## src/two_list_sorted_merge_unit_macros.svh

```systemverilog
// Assertion macros for the two-list sorted merge unit.
// Included by the RTL files that carry concurrent assertions; no dependencies.
// Every macro samples on clk and is disabled while rst_n is low.
`ifndef TWO_LIST_SORTED_MERGE_UNIT_MACROS_SVH
`define TWO_LIST_SORTED_MERGE_UNIT_MACROS_SVH

`ifndef SYNTHESIS

`define TLSM_ASSERT_ALWAYS(lbl, cond) \
  lbl: assert property (@(posedge clk) disable iff (!rst_n) (cond)) \
    else $error("tlsm invariant violated");

`define TLSM_ASSERT_IMP(lbl, ante, cons) \
  lbl: assert property (@(posedge clk) disable iff (!rst_n) (ante) |-> (cons)) \
    else $error("tlsm same-cycle check failed");

`define TLSM_ASSERT_NEXT(lbl, ante, cons) \
  lbl: assert property (@(posedge clk) disable iff (!rst_n) (ante) |=> (cons)) \
    else $error("tlsm next-cycle check failed");

`else

`define TLSM_ASSERT_ALWAYS(lbl, cond)
`define TLSM_ASSERT_IMP(lbl, ante, cons)
`define TLSM_ASSERT_NEXT(lbl, ante, cons)

`endif

`endif

```

## src/tlsm_pkg.sv

```systemverilog
// Shared constants for the two-list sorted merge unit.
// Used by the channel interfaces and the top level; no dependencies.
package tlsm_pkg;

  localparam int DATA_W        = 32;
  localparam int OP_W          = 2;
  localparam int DEPTH_DEFAULT = 32;

  localparam logic [OP_W-1:0] OP_APPEND_A = 2'd0;
  localparam logic [OP_W-1:0] OP_APPEND_B = 2'd1;
  localparam logic [OP_W-1:0] OP_MERGE    = 2'd2;

endpackage

```

## src/tlsm_ifs.sv

```systemverilog
// Valid/ready channel interfaces for the two-list sorted merge unit.
// Depends on tlsm_pkg for field widths.

interface tlsm_in_if
  import tlsm_pkg::*;
  ();
  logic                     valid;
  logic                     ready;
  logic [OP_W-1:0]          op;
  logic signed [DATA_W-1:0] value;

  modport source (output valid, op, value, input ready);
  modport sink   (input valid, op, value, output ready);
endinterface

interface tlsm_out_if
  import tlsm_pkg::*;
  ();
  logic                     valid;
  logic                     ready;
  logic signed [DATA_W-1:0] merged_value;
  logic                     last;

  modport source (output valid, merged_value, last, input ready);
  modport sink   (input valid, merged_value, last, output ready);
endinterface

```

## src/two_list_sorted_merge_unit.sv

```systemverilog
// Two-list sorted merge unit.
// in_ch takes one word per accepted handshake: op 0 appends value to list A,
// op 1 appends it to list B, op 2 merges both lists and op 3 is ignored.
// An append to a full list (DEPTH entries) is dropped; appends give no result.
// A merge streams the merged run on out_ch, smallest head first; on equal
// heads the A word goes out and then the B word. The final word carries last.
// After the run both lists are empty. Merging two empty lists gives nothing.
// For each output word, S_READ reads both list heads from their memories
// into registers and S_CMP compares them with the single signed comparator
// and loads the output register; the B word of a tie is loaded from S_PUSH_B
// with no new read.
// in_ch.ready is low for the whole merge and high again once the final word
// sits in the output register, even if the receiver has not yet taken it.
// When out_ch.ready is low, the held word stays in place and the merge
// sequencer waits. Synchronous active-low reset empties both lists and
// drops any pending output word; list contents are not cleared.
// Depends on tlsm_pkg, tlsm_ifs and two_list_sorted_merge_unit_macros.svh.
`include "two_list_sorted_merge_unit_macros.svh"

module two_list_sorted_merge_unit
  import tlsm_pkg::*;
#(
  parameter int DEPTH = DEPTH_DEFAULT
) (
  input  logic        clk,
  input  logic        rst_n,
  tlsm_in_if.sink     in_ch,
  tlsm_out_if.source  out_ch
);

  localparam int CNT_W = $clog2(DEPTH + 1);
  localparam int IDX_W = (DEPTH > 1) ? $clog2(DEPTH) : 1;

  typedef enum logic [1:0] {
    S_IDLE,
    S_READ,
    S_CMP,
    S_PUSH_B
  } state_t;

  state_t                   state_r;
  logic [CNT_W-1:0]         cnt_a_r, cnt_b_r;
  logic [CNT_W-1:0]         ia_r, ib_r;
  logic [CNT_W-1:0]         ia_inc, ib_inc;
  logic [DATA_W-1:0]        mem_a [DEPTH];
  logic [DATA_W-1:0]        mem_b [DEPTH];
  logic [DATA_W-1:0]        rd_a_r, rd_b_r;
  logic                     out_valid_r;
  logic [DATA_W-1:0]        out_value_r;
  logic                     out_last_r;

  logic in_acc;
  logic wr_a, wr_b;
  logic a_avail, b_avail;
  logic a_lt_b, a_eq_b;
  logic take_a, tie;
  logic slot_free;
  logic cmp_last, pb_last;
  logic emit, emit_last;
  logic lists_empty, idle_empty;

  assign in_ch.ready         = (state_r == S_IDLE);
  assign in_acc              = in_ch.valid & in_ch.ready;
  assign out_ch.valid        = out_valid_r;
  assign out_ch.merged_value = out_value_r;
  assign out_ch.last         = out_last_r;

  assign wr_a = in_acc && (in_ch.op == OP_APPEND_A) && (cnt_a_r < CNT_W'(DEPTH));
  assign wr_b = in_acc && (in_ch.op == OP_APPEND_B) && (cnt_b_r < CNT_W'(DEPTH));

  assign lists_empty = (cnt_a_r == '0) && (cnt_b_r == '0);
  assign idle_empty  = (state_r == S_IDLE) && lists_empty;

  assign ia_inc  = ia_r + CNT_W'(1);
  assign ib_inc  = ib_r + CNT_W'(1);
  assign a_avail = (ia_r < cnt_a_r);
  assign b_avail = (ib_r < cnt_b_r);

  // The one shared comparator that orders the two list heads.
  assign a_lt_b = ($signed(rd_a_r) < $signed(rd_b_r));
  assign a_eq_b = (rd_a_r == rd_b_r);
  assign take_a = a_avail && (!b_avail || a_lt_b || a_eq_b);
  assign tie    = a_avail && b_avail && a_eq_b;

  assign slot_free = !out_valid_r || out_ch.ready;

  // A word is last when it empties its own list and the other is already empty.
  // On a tie the A word is never last because its B partner follows.
  always_comb begin
    if (take_a) begin
      cmp_last = !tie && (ia_inc == cnt_a_r) && !b_avail;
    end else begin
      cmp_last = (ib_inc == cnt_b_r) && !a_avail;
    end
  end
  assign pb_last = !a_avail && (ib_inc == cnt_b_r);

  assign emit      = slot_free && ((state_r == S_CMP) || (state_r == S_PUSH_B));
  assign emit_last = (state_r == S_CMP) ? cmp_last : pb_last;

  // List memories: one write port for appends, one registered read port each.
  always_ff @(posedge clk) begin
    if (wr_a) begin
      mem_a[cnt_a_r[IDX_W-1:0]] <= in_ch.value;
    end
    if (wr_b) begin
      mem_b[cnt_b_r[IDX_W-1:0]] <= in_ch.value;
    end
    rd_a_r <= mem_a[ia_r[IDX_W-1:0]];
    rd_b_r <= mem_b[ib_r[IDX_W-1:0]];
  end

  always_ff @(posedge clk) begin
    if (!rst_n) begin
      state_r     <= S_IDLE;
      cnt_a_r     <= '0;
      cnt_b_r     <= '0;
      ia_r        <= '0;
      ib_r        <= '0;
      out_valid_r <= 1'b0;
    end else begin
      // A new word loaded this cycle keeps the valid flag set.
      if (out_ch.ready && !emit) begin
        out_valid_r <= 1'b0;
      end
      unique case (state_r)
        S_IDLE: begin
          if (in_acc) begin
            unique case (in_ch.op)
              OP_APPEND_A: begin
                if (wr_a) begin
                  cnt_a_r <= cnt_a_r + CNT_W'(1);
                end
              end
              OP_APPEND_B: begin
                if (wr_b) begin
                  cnt_b_r <= cnt_b_r + CNT_W'(1);
                end
              end
              OP_MERGE: begin
                if (!lists_empty) begin
                  ia_r    <= '0;
                  ib_r    <= '0;
                  state_r <= S_READ;
                end
              end
              default: begin
              end
            endcase
          end
        end
        S_READ: begin
          state_r <= S_CMP;
        end
        S_CMP: begin
          if (slot_free) begin
            out_valid_r <= 1'b1;
            out_value_r <= take_a ? rd_a_r : rd_b_r;
            out_last_r  <= cmp_last;
            if (take_a) begin
              ia_r <= ia_inc;
            end else begin
              ib_r <= ib_inc;
            end
            if (tie) begin
              state_r <= S_PUSH_B;
            end else if (cmp_last) begin
              cnt_a_r <= '0;
              cnt_b_r <= '0;
              state_r <= S_IDLE;
            end else begin
              state_r <= S_READ;
            end
          end
        end
        S_PUSH_B: begin
          if (slot_free) begin
            out_valid_r <= 1'b1;
            out_value_r <= rd_b_r;
            out_last_r  <= pb_last;
            ib_r        <= ib_inc;
            if (pb_last) begin
              cnt_a_r <= '0;
              cnt_b_r <= '0;
              state_r <= S_IDLE;
            end else begin
              state_r <= S_READ;
            end
          end
        end
        default: begin
          state_r <= S_IDLE;
        end
      endcase
    end
  end

  // Read indexes keep their final values after a run, so they are bounded only mid-merge.
  `TLSM_ASSERT_ALWAYS(a_cnt_bound, (cnt_a_r <= CNT_W'(DEPTH)) && (cnt_b_r <= CNT_W'(DEPTH)))
  `TLSM_ASSERT_ALWAYS(a_idx_bound, (state_r == S_IDLE) || ((ia_r <= cnt_a_r) && (ib_r <= cnt_b_r)))
  `TLSM_ASSERT_NEXT(a_merge_start, in_acc && (in_ch.op == OP_MERGE) && !lists_empty, state_r == S_READ)
  `TLSM_ASSERT_NEXT(a_last_ends_run, emit && emit_last, idle_empty && out_valid_r && out_last_r)

endmodule

```

## src/flat_wrapper.sv

```systemverilog
// flat-port wrapper written by rule: the top's interface ports become plain ports
module two_list_sorted_merge_unit_flat import tlsm_pkg::*;
#(
  parameter int DEPTH = DEPTH_DEFAULT
)
  (clk, rst_n, in_ch_valid, in_ch_op, in_ch_value, in_ch_ready, out_ch_valid, out_ch_merged_value, out_ch_last, out_ch_ready);
  tlsm_in_if in_ch_i ();
  tlsm_out_if out_ch_i ();
  input  logic clk;
  input  logic rst_n;
  input wire logic [$bits(in_ch_i.valid)-1:0] in_ch_valid;
  input wire logic [$bits(in_ch_i.op)-1:0] in_ch_op;
  input wire logic [$bits(in_ch_i.value)-1:0] in_ch_value;
  output wire logic [$bits(in_ch_i.ready)-1:0] in_ch_ready;
  output wire logic [$bits(out_ch_i.valid)-1:0] out_ch_valid;
  output wire logic [$bits(out_ch_i.merged_value)-1:0] out_ch_merged_value;
  output wire logic [$bits(out_ch_i.last)-1:0] out_ch_last;
  input wire logic [$bits(out_ch_i.ready)-1:0] out_ch_ready;
  assign in_ch_i.valid = in_ch_valid;
  assign in_ch_i.op = in_ch_op;
  assign in_ch_i.value = in_ch_value;
  assign in_ch_ready = in_ch_i.ready;
  assign out_ch_valid = out_ch_i.valid;
  assign out_ch_merged_value = out_ch_i.merged_value;
  assign out_ch_last = out_ch_i.last;
  assign out_ch_i.ready = out_ch_ready;
  two_list_sorted_merge_unit #(.DEPTH(DEPTH)) u_core (.clk(clk), .rst_n(rst_n), .in_ch(in_ch_i), .out_ch(out_ch_i));
endmodule
```

## config.mk

```make
export PLATFORM = sky130hd
export DESIGN_NAME = two_list_sorted_merge_unit_flat
export DESIGN_NICKNAME = d
export VERILOG_FILES = /design/src/tlsm_pkg.sv /design/src/tlsm_ifs.sv /design/src/two_list_sorted_merge_unit.sv /design/src/flat_wrapper.sv
export VERILOG_INCLUDE_DIRS = /design/src /design/src/src
export SDC_FILE = /design/constraint.sdc
export NUM_CORES = 2
export LEC_CHECK = 0
export ABC_AREA = 1
export BUFFER_PORTS_ARGS = -buffer_cell sky130_fd_sc_hd__buf_2
export CAP_MARGIN = 20
export CORE_AREA = 2 2 496 498
export CTS_BUF_LIST = sky130_fd_sc_hd__clkbuf_16
export DETAILED_ROUTE_END_ITERATION = 8
export DIE_AREA = 0 0 498 500
export HOLD_SLACK_MARGIN = 0.06
export SYNTH_ARGS = -nofsm -noshare
export SYNTH_HDL_FRONTEND = slang
export SYNTH_SLANG_ARGS = --single-unit
```

## constraint.sdc

```tcl
create_clock -name clk -period 4.6 [get_ports clk]
set_input_delay 0.46 -clock clk [delete_from_list [all_inputs] [get_ports clk]]
set_output_delay 0.46 -clock clk [all_outputs]
set_load 0.02 [all_outputs]
```

# Yosys cells after proc, flatten, opt, wreduce, memory -nomap -nowiden
# Memory sizes are Yosys's and may differ from the RTL's. A register that Yosys moved wholly into a read port is not among the register bits.
# Index checks and enable logic that the tools add are counted.
[word_totals]
register_bits = 60
latchBits = 0
ram_bits = 2048
romBits = 0
out_inout_bits = 35
n_memories = 2
[mem_list]
columns = ["name", "depth", "width", "rd", "rd_ports_with_merged_regs", "write_ports", "line_no", "rtl"]
rows = [
  ["u_core.mem_a", 32, 32, 1, 1, 1, "two_list_sorted_merge_unit.sv:45", "logic [DATA_W-1:0] mem_a [DEPTH];"],
  ["u_core.mem_b", 32, 32, 1, 1, 1, "two_list_sorted_merge_unit.sv:46", "logic [DATA_W-1:0] mem_b [DEPTH];"],
]
[op_classes]
n_addsub = 4
n_mul = 0
div_mod_pow = 0
n_lt_le_gt_ge = 5
eq_ne = 22
shifts = 0
n_mux = 47
bitwise = 1
reduce_logical = 36
[ops]
columns = ["op", "n"]
rows = [
  ["$mux 6", 19],
  ["$mux 32", 3],
  ["$pmux 32 s2", 1],
  ["$pmux 6 s3", 3],
  ["$eq 32x32->1", 1],
  ["$lt 32x32->1", 1],
  ["$add 6x1->6 const B", 4],
  ["$ne 2x2->1 const B", 9],
  ["$reduce_and 9->1", 2],
  ["$logic_and 1x1->1", 13],
  ["$eq 6x6->1", 2],
  ["$logic_not 6->1", 2],
  ["$lt 6x6->1", 2],
  ["$lt 6x6->1 const B", 2],
  ["$mux 1", 12],
  ["$mux 2", 6],
  ["$pmux 6 s2", 1],
  ["$ne 2x1->1 const B", 5],
  ["$pmux 2 s4", 1],
  ["$reduce_and 7->1", 1],
  ["$eq 2x2->1 const B", 3],
  ["$reduce_and 6->1", 1],
  ["$logic_not 1->1", 5],
  ["$reduce_and 5->1", 1],
  ["9 further kinds", 15],
]

# Logic depth before layout (Yosys ltp)
[logic_depth]
depth_word = 11
depth_mapped = 23

# Worst setup path before layout
# OpenSTA, ideal clock, no wires.
[synth_path]
path_kind = "register to register"
startpoint = "register u_core.state_r[1]"
endpoint = "register u_core.out_last_r (netlist: u_core.out_ch.last), enable pin"
setup_time_ps = 464
arrival_ps = 3037
t_required_ps = 4136
setup_slack_ps = 1099
stages_incl_launch_ff = 4
path_buffers = 1
synth_period_minus_slack_ps = 3501
path_cell_list = "dfxtp_1 -> inv_1 -> clkbuf_1 -> nor3_1"
[synth_between]
elab_chain_len = 3
word_cells_on_any_way = 6
cone_classes = "eq/ne (4); reduce/logical (2)"
[synth_rtl]
columns = ["element", "line_no", "rtl"]
rows = [
  ["from (decl)", "two_list_sorted_merge_unit.sv:41", "state_t state_r;"],
  ["from (signal assigned)", "two_list_sorted_merge_unit.sv:115", "state_r <= S_IDLE;"],
  ["from (signal assigned)", "two_list_sorted_merge_unit.sv:144", "state_r <= S_READ;"],
  ["from (signal assigned)", "two_list_sorted_merge_unit.sv:153", "state_r <= S_CMP;"],
  ["$eq 2x2->1", "two_list_sorted_merge_unit.sv:126", "unique case (state_r)"],
  ["$ne 2x1->1 (no source line) / $reduce_bool 2->1 (equally long branches)", "-", ""],
  ["$reduce_and 4->1 (no source line) (*)", "-", ""],
  ["to (signal assigned)", "two_list_sorted_merge_unit.sv:159", "out_last_r <= cmp_last;"],
  ["to (signal assigned)", "two_list_sorted_merge_unit.sv:180", "out_last_r <= pb_last;"],
  ["to (decl)", "two_list_sorted_merge_unit.sv:50", "logic out_last_r;"],
]
# Every way passes the cells marked *; elsewhere a longest branch is shown, timed or not.
# A chain may end at the register's enable or synchronous reset.

# Worst setup path after layout
[layout_path]
startpoint = "register u_core.rd_b_r[23] (read register of u_core.mem_b)"
endpoint = "register u_core.out_value_r[0] (netlist: u_core.out_ch.merged_value[0]), data pin"
[layout_between]
elab_chain_len = 7
word_cells_on_any_way = 8
cone_classes = "order compare (1); eq/ne (1); mux (3); reduce/logical (3)"
[layout_rtl]
columns = ["element", "line_no", "rtl"]
rows = [
  ["from (decl)", "two_list_sorted_merge_unit.sv:47", "logic [DATA_W-1:0] rd_a_r, rd_b_r;"],
  ["$lt 32x32->1", "two_list_sorted_merge_unit.sv:80", "assign a_lt_b = ($signed(rd_a_r) < $signed(rd_b_r));"],
  ["$logic_or 1x1->1", "two_list_sorted_merge_unit.sv:82", "assign take_a = a_avail && (!b_avail || a_lt_b || a_eq_b);"],
  ["$logic_or 1x1->1 (*)", "two_list_sorted_merge_unit.sv:82", ""],
  ["$logic_and 1x1->1 (*)", "two_list_sorted_merge_unit.sv:82", ""],
  ["$mux 32 (*)", "two_list_sorted_merge_unit.sv:158", "out_value_r <= take_a ? rd_a_r : rd_b_r;"],
  ["$mux 32 (*)", "two_list_sorted_merge_unit.sv:156", "if (slot_free) begin"],
  ["$pmux 32 s2 (*)", "two_list_sorted_merge_unit.sv:126", ""],
  ["to (signal assigned)", "two_list_sorted_merge_unit.sv:158", ""],
  ["to (signal assigned)", "two_list_sorted_merge_unit.sv:179", "out_value_r <= rd_b_r;"],
  ["to (decl)", "two_list_sorted_merge_unit.sv:49", "logic [DATA_W-1:0] out_value_r;"],
]
# Every way passes the cells marked *; elsewhere a longest branch is shown, timed or not. The select of a mux whose other input is x is not followed.

==> results.json <==
{
  "drc_errors": 0,
  "slowest_delay_ns": 0.50,
  "worst_ep_arrival_time_ns": 3.70,
  "synth_cells": 6269,
  "fin_util_pct": 39.5,
  "p_sw_mw": 13.1,
  "holdCritStartpoint": "in_ch_value[22]",
  "grt_pass1_vias": 51800,
  "layout_commonest_cell": "edfxtp_1",
  "final_cell_mix": "edfxtp_1, nor2_1, o21ai_0",
  "yosysTopAreaCellShare_pct": 73.6,
  "cts_resized": 0,
  "post-route-min-period_ns": 3.15,
  "core_um2": 244000,
  "finalHoldViolCount": 0,
  "critPathSlowestCell": "dfxtp_1",
  "tightest_slew_ns": 1.03,
  "drtIter0Drc": 7510,
  "power_switching_share_pct": 28.3,
  "cts_max_path_buffers": 3,
  "worstPathRequired_ns": 5.14,
  "maxSlewHeadroom_pct": 31.5,
  "drtAntennaViolNets": 0,
  "postCtsSetupBuffers": 0,
  "worst_hold_path_type": "in -> reg",
  "slew_viol_final": 0,
  "ios": 73,
  "hold_path_end": "u_core.mem_b[13][22]",
  "gr-total-overflow": 0,
  "drive_above_1_share_pct": 9.90,
  "first_pass_iters": 6,
  "synthTopCellsByArea": "edfxtp_1, o21ai_0, nor2_1",
  "startpoint_type": "flip-flop",
  "criticalPathCategory": "reg -> reg",
  "cts_root_buffer": "clkbuf_16",
  "run_status": "complete, no violations",
  "grtUsageTotal_pct": 19.8,
  "initial_core_util_pct": 34.7,
  "p_clk_share_pct": 34.0,
  "vias": 55100,
  "vias_per_cell": 5.69,
  "globalplace.congestion": 0.853,
  "cp-end-kind": "flip-flop",
  "netlist_area_um2": 84900,
  "synth_cell_types": 45,
  "finalNetCount": 6389,
  "die_width_um": 498,
  "cts.clk_slew.worst_paths_ns": 0.06,
  "chipHeight_um": 500,
  "cts_tree": "done",
  "synth.avg_cell_area_um2": 13.5,
  "r2r_end": "u_core.out_ch.merged_value[0]",
  "synth-edff-count": 2081,
  "yosys_warnings": 0,
  "crit_fanout": 64,
  "cts.sink_count": 2172,
  "maxCapViolCount": 0,
  "fp-row-count": 182,
  "seqPwrFrac_pct": 49.6,
  "hold_path_depth": 1,
  "leakage_nw": 30.9,
  "grt_antenna_before_repair": 10,
  "h-tree-depth": 4,
  "reg2reg_setup_slack_ns": 1.45,
  "p_comb_share_pct": 16.5,
  "postRouteWirelength_um": 255000,
  "syn_nets": 6361,
  "routedWlPerCell_um": 26.4,
  "yosysSeqAreaShare_pct": 75.7,
  "crit_chain": "inv_1 > ha_1 > nand2_1 > nor2_1 > nand3_1 > nor2_1 > nor2_1 > nand3_1 > nand2_1 > inv_1 > nand2_4 > nand2_1 > o21ai_0",
  "power_density_nw_per_um2": 478,
  "fillers": 22400,
  "synth_top_flop_cell": "edfxtp_1",
  "hpwlAfterDp_um": 145000,
  "synthArstFlopShare_pct": 0,
  "grt_pass1_wl_um": 367000,
  "numCtsBuffers": 196,
  "rsz0062_at_grt": "false",
  "intPower_mw": 33.1,
  "max_clock_freq_mhz": 317,
  "netlist.top_cell.by_area": "edfxtp_1",
  "fin_crit_sh_pct": 68.5,
  "synthToLayoutAreaGrowth_pct": 13.7,
  "grt_max_degree": 176,
  "io_buffers": 72,
  "peakVddDrop_v": 0.000428,
  "clkLatencyLatePin_ns": 0.84,
  "fin_skew_ns": 0.0263,
  "r2r_start": "u_core.rd_b_r[23]",
  "die_area_um2": 249000,
  "fin_setup_tns_ns": 0,
  "r2r_cells": 13,
  "setup-violations-final": 0,
  "synth-seq-cells": 2172
}
==> power by group through the flow <==
| stage | logic (mW) | clock network (mW) | registers (mW) |
|---|---|---|---|
| 4_1_cts | 7.56 | 15.8 | 22.9 |
| 3_3_place_gp | 7.46 | 0 | 23.3 |
| 3_5_place_dp | 7.52 | 0 | 23.3 |
| 2_1_floorplan | 4.51 | 0 | 23.0 |
| 5_1_grt | 8.24 | 16.5 | 22.9 |
| 6_report | 7.60 | 15.7 | 22.9 |
==> per-stage QoR <==
stage	setup WS, ns	hold slack, ns	cell area, um2	total power [mW]	instances
2_1_floorplan	1.10	0.470	84900	27.6	6269
3_3_place_gp	1.48	0.480	90400	30.8	9311
3_5_place_dp	1.50	0.489	90400	30.8	9312
4_1_cts	1.48	0.0632	96500	46.3	9665
5_1_grt	1.14	0.0943	96500	47.7	9666
6_report	1.45	0.106	96500	46.1	9672
==> registers in the layout, indices dropped and copies added, names as in the netlist <==
signal	count
u_core.mem_a	1024
u_core.mem_b	1024
u_core.out_ch.merged_value	32
u_core.rd_a_r	32
u_core.rd_b_r	32
u_core.cnt_a_r	6
u_core.cnt_b_r	6
u_core.ia_r	6
u_core.ib_r	6
u_core.state_r	2
u_core.out_ch.last	1
u_core.out_ch.valid	1
==> cell families (layout without fill, tap and decap cells) <==
logic type                 count (synthesis)  count (layout)  share of synthesized area (%)
and+or+nand+nor                         1646            1646                           7.75
AOI/OAI and AO/OA                       1838            1838                           13.0
adders and majority gates                 54              54                          0.796
other                                      0               7                              0
xor gates and xnor gates                  13              13                          0.143
DFF                                     2172            2172                           75.7
buffers and inverters                    546             722                           2.55
==> how the worst max path moves through the flow <==
| stage | start | to | slack, ns | cells past startpoint |
|---|---|---|---|---|
| 2_1_floorplan | u_core.state_r[1] | u_core.out_ch.last | 1.10 | 3 |
| 3_3_place_gp | u_core.rd_b_r[15] | u_core.out_ch.merged_value[1] | 1.48 | 13 |
| 3_5_place_dp | u_core.rd_b_r[23] | u_core.out_ch.merged_value[6] | 1.50 | 13 |
| 4_1_cts | u_core.rd_b_r[23] | u_core.out_ch.merged_value[26] | 1.48 | 13 |
| 5_1_grt | u_core.rd_b_r[15] | u_core.out_ch.merged_value[24] | 1.14 | 13 |
| 6_report | u_core.rd_b_r[23] | u_core.out_ch.merged_value[0] | 1.45 | 13 |
==> cell usage after synthesis (2+ instances only) <==
cell          n
a32oi_1      52
buf_2        71
nor3_2        2
nand2_1     109
nand4_1      10
nor2_1     1340
nor4_2        2
edfxtp_1   2081
clkinv_1      4
buf_1        21
o221ai_1    360
clkbuf_1    356
inv_2         9
nor3_1        4
ha_1         54
buf_4         7
nand3_1     160
nand3_2       3
nor2_4        2
nor2_8        2
inv_1        78
o2111ai_1     2
nand2_2       2
xnor2_1       2
xor2_1       10
o22ai_1     152
nand3_4       2
o21ai_1      11
o31ai_1       3
a21oi_1      65
o21a_1        3
dfxtp_1      91
a31oi_1      65
o21ai_0    1120
nor2_2        2
nand2_4       3
==> worst max-delay path: cells and delay by family, from the launching register on <==
family,cells,cell delay [ns]
compound gates,1,0.11
fa+ha+maj,1,0.32
simple gates,9,1.62
flops,1,0.50
buf+inv,2,0.27
==> final cells by class <==
cell class	instances	area, um2	share of cell area (%)
Sequential cell	2172	64300	66.7
Tap cell	3220	4030	4.17
Clock buffer	204	5100	5.29
Antenna cell	7	17.5	0.0181
Multi-Input combinational cell	3551	18900	19.6
Clock inverter	142	927	0.961
Timing Repair Buffer	285	2810	2.91
Inverter	91	377	0.390
==> per-layer routing <==
metal | part of all wire (%) | track usage (%)
met5 | 0.0082 | 0
met4 | 4.0 | 8.11
met3 | 8.7 | 2.40
met2 | 47 | 31.7
met1 | 40 | 27.5
==> what timing repair did <==
action                     4_1_cts  5_1_grt
hold buffers                     7        0
hold endpoints to repair        93        0
setup endpoints to repair        0        0
(Power assumes the default switching activity.)
